File: config.mk
export PLATFORM = sky130hd
export DESIGN_NAME = tlas_ram
export DESIGN_NICKNAME = d
export VERILOG_FILES = /design/src/tlas_ram.sv
export SDC_FILE = /design/constraint.sdc
export NUM_CORES = 1
export LEC_CHECK = 0
export BUFFER_PORTS_ARGS = -buffer_cell sky130_fd_sc_hd__buf_2
export CORE_ASPECT_RATIO = 2
export CORE_UTILIZATION = 60
export CTS_CLUSTER_SIZE = 24
export DETAILED_ROUTE_END_ITERATION = 8
export HOLD_SLACK_MARGIN = 0.03
export PLACE_DENSITY = 0.78
export REMOVE_ABC_BUFFERS = 1
export SETUP_SLACK_MARGIN = 0.1
export SLEW_MARGIN = 15
export SYNTH_ARGS = -nofsm -noshare
export SYNTH_HDL_FRONTEND = slang
export SYNTH_SLANG_ARGS = --single-unit
File: constraint.sdc
create_clock -name clock -period 2.8 [get_ports clock]
set_input_delay 0.28 -clock clock [delete_from_list [all_inputs] [get_ports clock]]
set_output_delay 0.28 -clock clock [all_outputs]
set_load 0.01 [all_outputs]
File: src/tlas_ram.sv
// Simple dual-port RAM with registered read data.
module tlas_ram #(
   parameter int DEPTH = 16,
   parameter int WIDTH = 8,
   parameter int AW    = $clog2(DEPTH)
) (
   input  logic             clock,
   input  logic             wr_en,
   input  logic [AW-1:0]    wr_addr,
   input  logic [WIDTH-1:0] wr_data,
   input  logic             rd_en,
   input  logic [AW-1:0]    rd_addr,
   output logic [WIDTH-1:0] rd_data
);

   logic [WIDTH-1:0] mem [DEPTH];
   logic [WIDTH-1:0] rd_data_ff;

   always_ff @(posedge clock) begin
      if (wr_en) begin
         mem[wr_addr] <= wr_data;
      end
   end

   always_ff @(posedge clock) begin
      if (rd_en) begin
         rd_data_ff <= mem[rd_addr];
      end
   end

   assign rd_data = rd_data_ff;

endmodule

==> reports/metrics.cfg <==
[route]
routed-via-count=2437
first_pass_iters=4
antenna_left=0
wl_per_cell_um=24.5
drt-vias-per-instance=6.26
remaining_drc_errors=0
routed_wl_mm=9.55
drtIter0Drc=221

[clock_tree]
root_buffer=clkbuf_16
cts_sinks=136
cts_buffers=17
cts_htree_levels=4
cts_tree=done
holdBufCountCts=0
clkTransAtPathRegs_ns=0.06
ctsResizeCount=0
cts_setup_buffers=0
clk_path_buf_depth=2
worstSkewPairLatency_ns=0.41

[worst_setup_path]
critPathLaunchType=input pin
cpLargestDelayFamily=buffers and inverters
critPathLaunch=rd_addr[0]
crit_fanout=20
slowest_stage=mux4_1
cp-endpoint=rd_data[5]$_DFFE_PP_
crit_arrival_ns=1.90
cp_cell_sequence=buf_2 -> buf_12 -> mux4_1 -> a22oi_1 -> nand2_1
crit_required_ns=2.96
rr_worst_depth=3
critPathMaxStageDelay_ns=0.56
r2r-start=mem[1][0]$_DFFE_PP_
cp-end-kind=flop
path_buf_inv=2
r2r_slack_ns=1.29
r2r_end=rd_data[0]$_DFFE_PP_
cp.depth=5
crit_type=in2reg

[sta]
setup_violations=0
hold_violations=0
fin_crit_ns=1.74
setup_tns_ns=0
fin_crit_sh_pct=62.2
relSlewSlack_pct=39.2
fmax_mhz=574
tightest_slew_ns=0.909
fin_hold_ws_ns=0.224
rsz0062_at_grt=false
drv_slew=0
skew_ns=0.00806

[power]
ir_drop_uv=656
total_power_mw=4.55
leakagePower_nw=2.06
power_density_mw_per_mm2=750

[placed_design]
portBuffers=26
place_hpwl_mm=6.16
routabilityCongestion=0.764
place_area_mm2=0.00551

[floorplanning]
dieArea_mm2=0.00911
die_x_um=68
rows=47
io_pins=27
core_mm2=0.00835
die_y_um=134
start_util_pct=62.6

[min_path]
hold_path.class=in2reg

[synth]
ys_ff_latch=136
yosys.area.top_type_share_pct=78.1
yosysSeqAreaShare_pct=78.1
syn_area_per_cell_um2=22.8
synth_area_leader_cell=edfxtp_1
yosys-top-cells-area=edfxtp_1 78%, mux4_2 7.8%, mux4_1 7.0%
syn_area_mm2=0.00523
postSynthCellCount=229
ys_types=18
yosysWarnings=0

[grt]
use_met3_pct=7.31
busiest_layer=met2
grt_start_max_net_pins=33
met1_usage_pct=29.0
antenna_found_initial=0
grt_pass1_wl_mm=14.4
gr-usage-met2_pct=40.4
grt_usage_pct=24.6
overflow=0
grt_pass1_vias=2521

[outcome]
status=complete, no violations

[cells_and_area]
antenna_cells=0
nets=297
fillers=485
area_delta_synth_final_pct=16.0
finish.utilization_pct=72.6
drive_above_1_share_pct=30.9
register_area_mm2=0.00408
design_area_mm2=0.00607
multiInputGateArea_mm2=0.00106

[job]
drv_cap=0

-- state kept, by name (all words and copies together), names as in the netlist --
register  flops
mem         128
rd_data       8
-- how the worst min path moves through the flow --
| stage | start | endpoint | slack (ns) | cells past startpoint |
|---|---|---|---|---|
| 4_1_cts | rd_en | rd_data[1]$_DFFE_PP_ | 0.21 | 1 |
| 5_1_grt | rd_en | rd_data[1]$_DFFE_PP_ | 0.21 | 1 |
| 3_5_place_dp | rd_en | rd_data[5]$_DFFE_PP_ | 0.65 | 1 |
| 2_1_floorplan | wr_data[0] | mem[0][0]$_DFFE_PP_ | 0.38 | 0 |
| 3_3_place_gp | rd_en | rd_data[5]$_DFFE_PP_ | 0.65 | 1 |
| 6_report | rd_en | rd_data[1]$_DFFE_PP_ | 0.22 | 1 |
-- placed cells by master, fill, tap and decap left out --
cell type | Yosys | layout
a22oi_1 | 16 | 16
and2_1 | 1 | 1
and2b_1 | 1 | 1
buf_12 | 0 | 1
buf_2 | 3 | 26
buf_4 | 1 | 13
bufinv_16 | 0 | 1
clkbuf_16 | 0 | 17
clkinv_1 | 0 | 1
clkinv_2 | 0 | 4
clkinv_4 | 0 | 3
clkinvlp_4 | 0 | 3
edfxtp_1 | 136 | 136
inv_6 | 0 | 3
mux4_1 | 14 | 14
mux4_2 | 18 | 18
nand2_1 | 9 | 9
nand2b_1 | 2 | 2
nand3_1 | 1 | 1
nand3b_1 | 2 | 2
nor2_1 | 13 | 13
nor2b_1 | 1 | 1
nor3_1 | 4 | 4
or3b_2 | 1 | 1
-- through the flow --
stage,worst slack (ns),cells
floorplan,1.03,219
global placement,0.661,357
detailed placement,0.631,357
CTS,1.04,389
global route,0.966,389
finish,1.06,389
-- final cells by class --
class / instances / area share, %
repair buffers: 40 / 4.08
well taps: 98 / 2.02
flip-flops and latches: 136 / 67.3
clock inverters: 15 / 2.12
clock buffers: 17 / 7.01
multi-input cells: 83 / 17.4
-- kinds of logic (layout without fill, tap and decap cells) --
logic type | count (synthesis) | after routing | synth area share [%]
flip-flops | 136 | 136 | 78.1
AND/OR/NAND/NOR | 35 | 35 | 3.14
multiplexers | 32 | 32 | 14.8
AO/OA/AOI/OAI | 16 | 16 | 2.30
buffers and inverters | 10 | 72 | 1.65
-- routing by layer --
layer / vias up / share of wire [%]
met3: 12 / 5.4
met1: 1242 / 35
met2: 102 / 57
met4: 0 / 2.0
met5: - / 0
li1: 1081 / -
-- synth_stat cells --
cell / number
edfxtp_1: 136
mux4_2: 18
a22oi_1: 16
mux4_1: 14
nor2_1: 13
nand2_1: 9
nor3_1: 4
buf_2: 3
buf_6: 3
clkdlybuf4s25_2: 3
nand2b_1: 2
nand3b_1: 2
and2_1: 1
and2b_1: 1
buf_4: 1
nand3_1: 1
nor2b_1: 1
or3b_2: 1
-- report_power, final --
group	total, mW	internal (mW)	switching [mW]
clock network	2.04	1.22	0.823
registers	2.31	2.29	0.0112
logic	0.203	0.0860	0.117
Note: power is estimated with default switching activity, not from simulation.
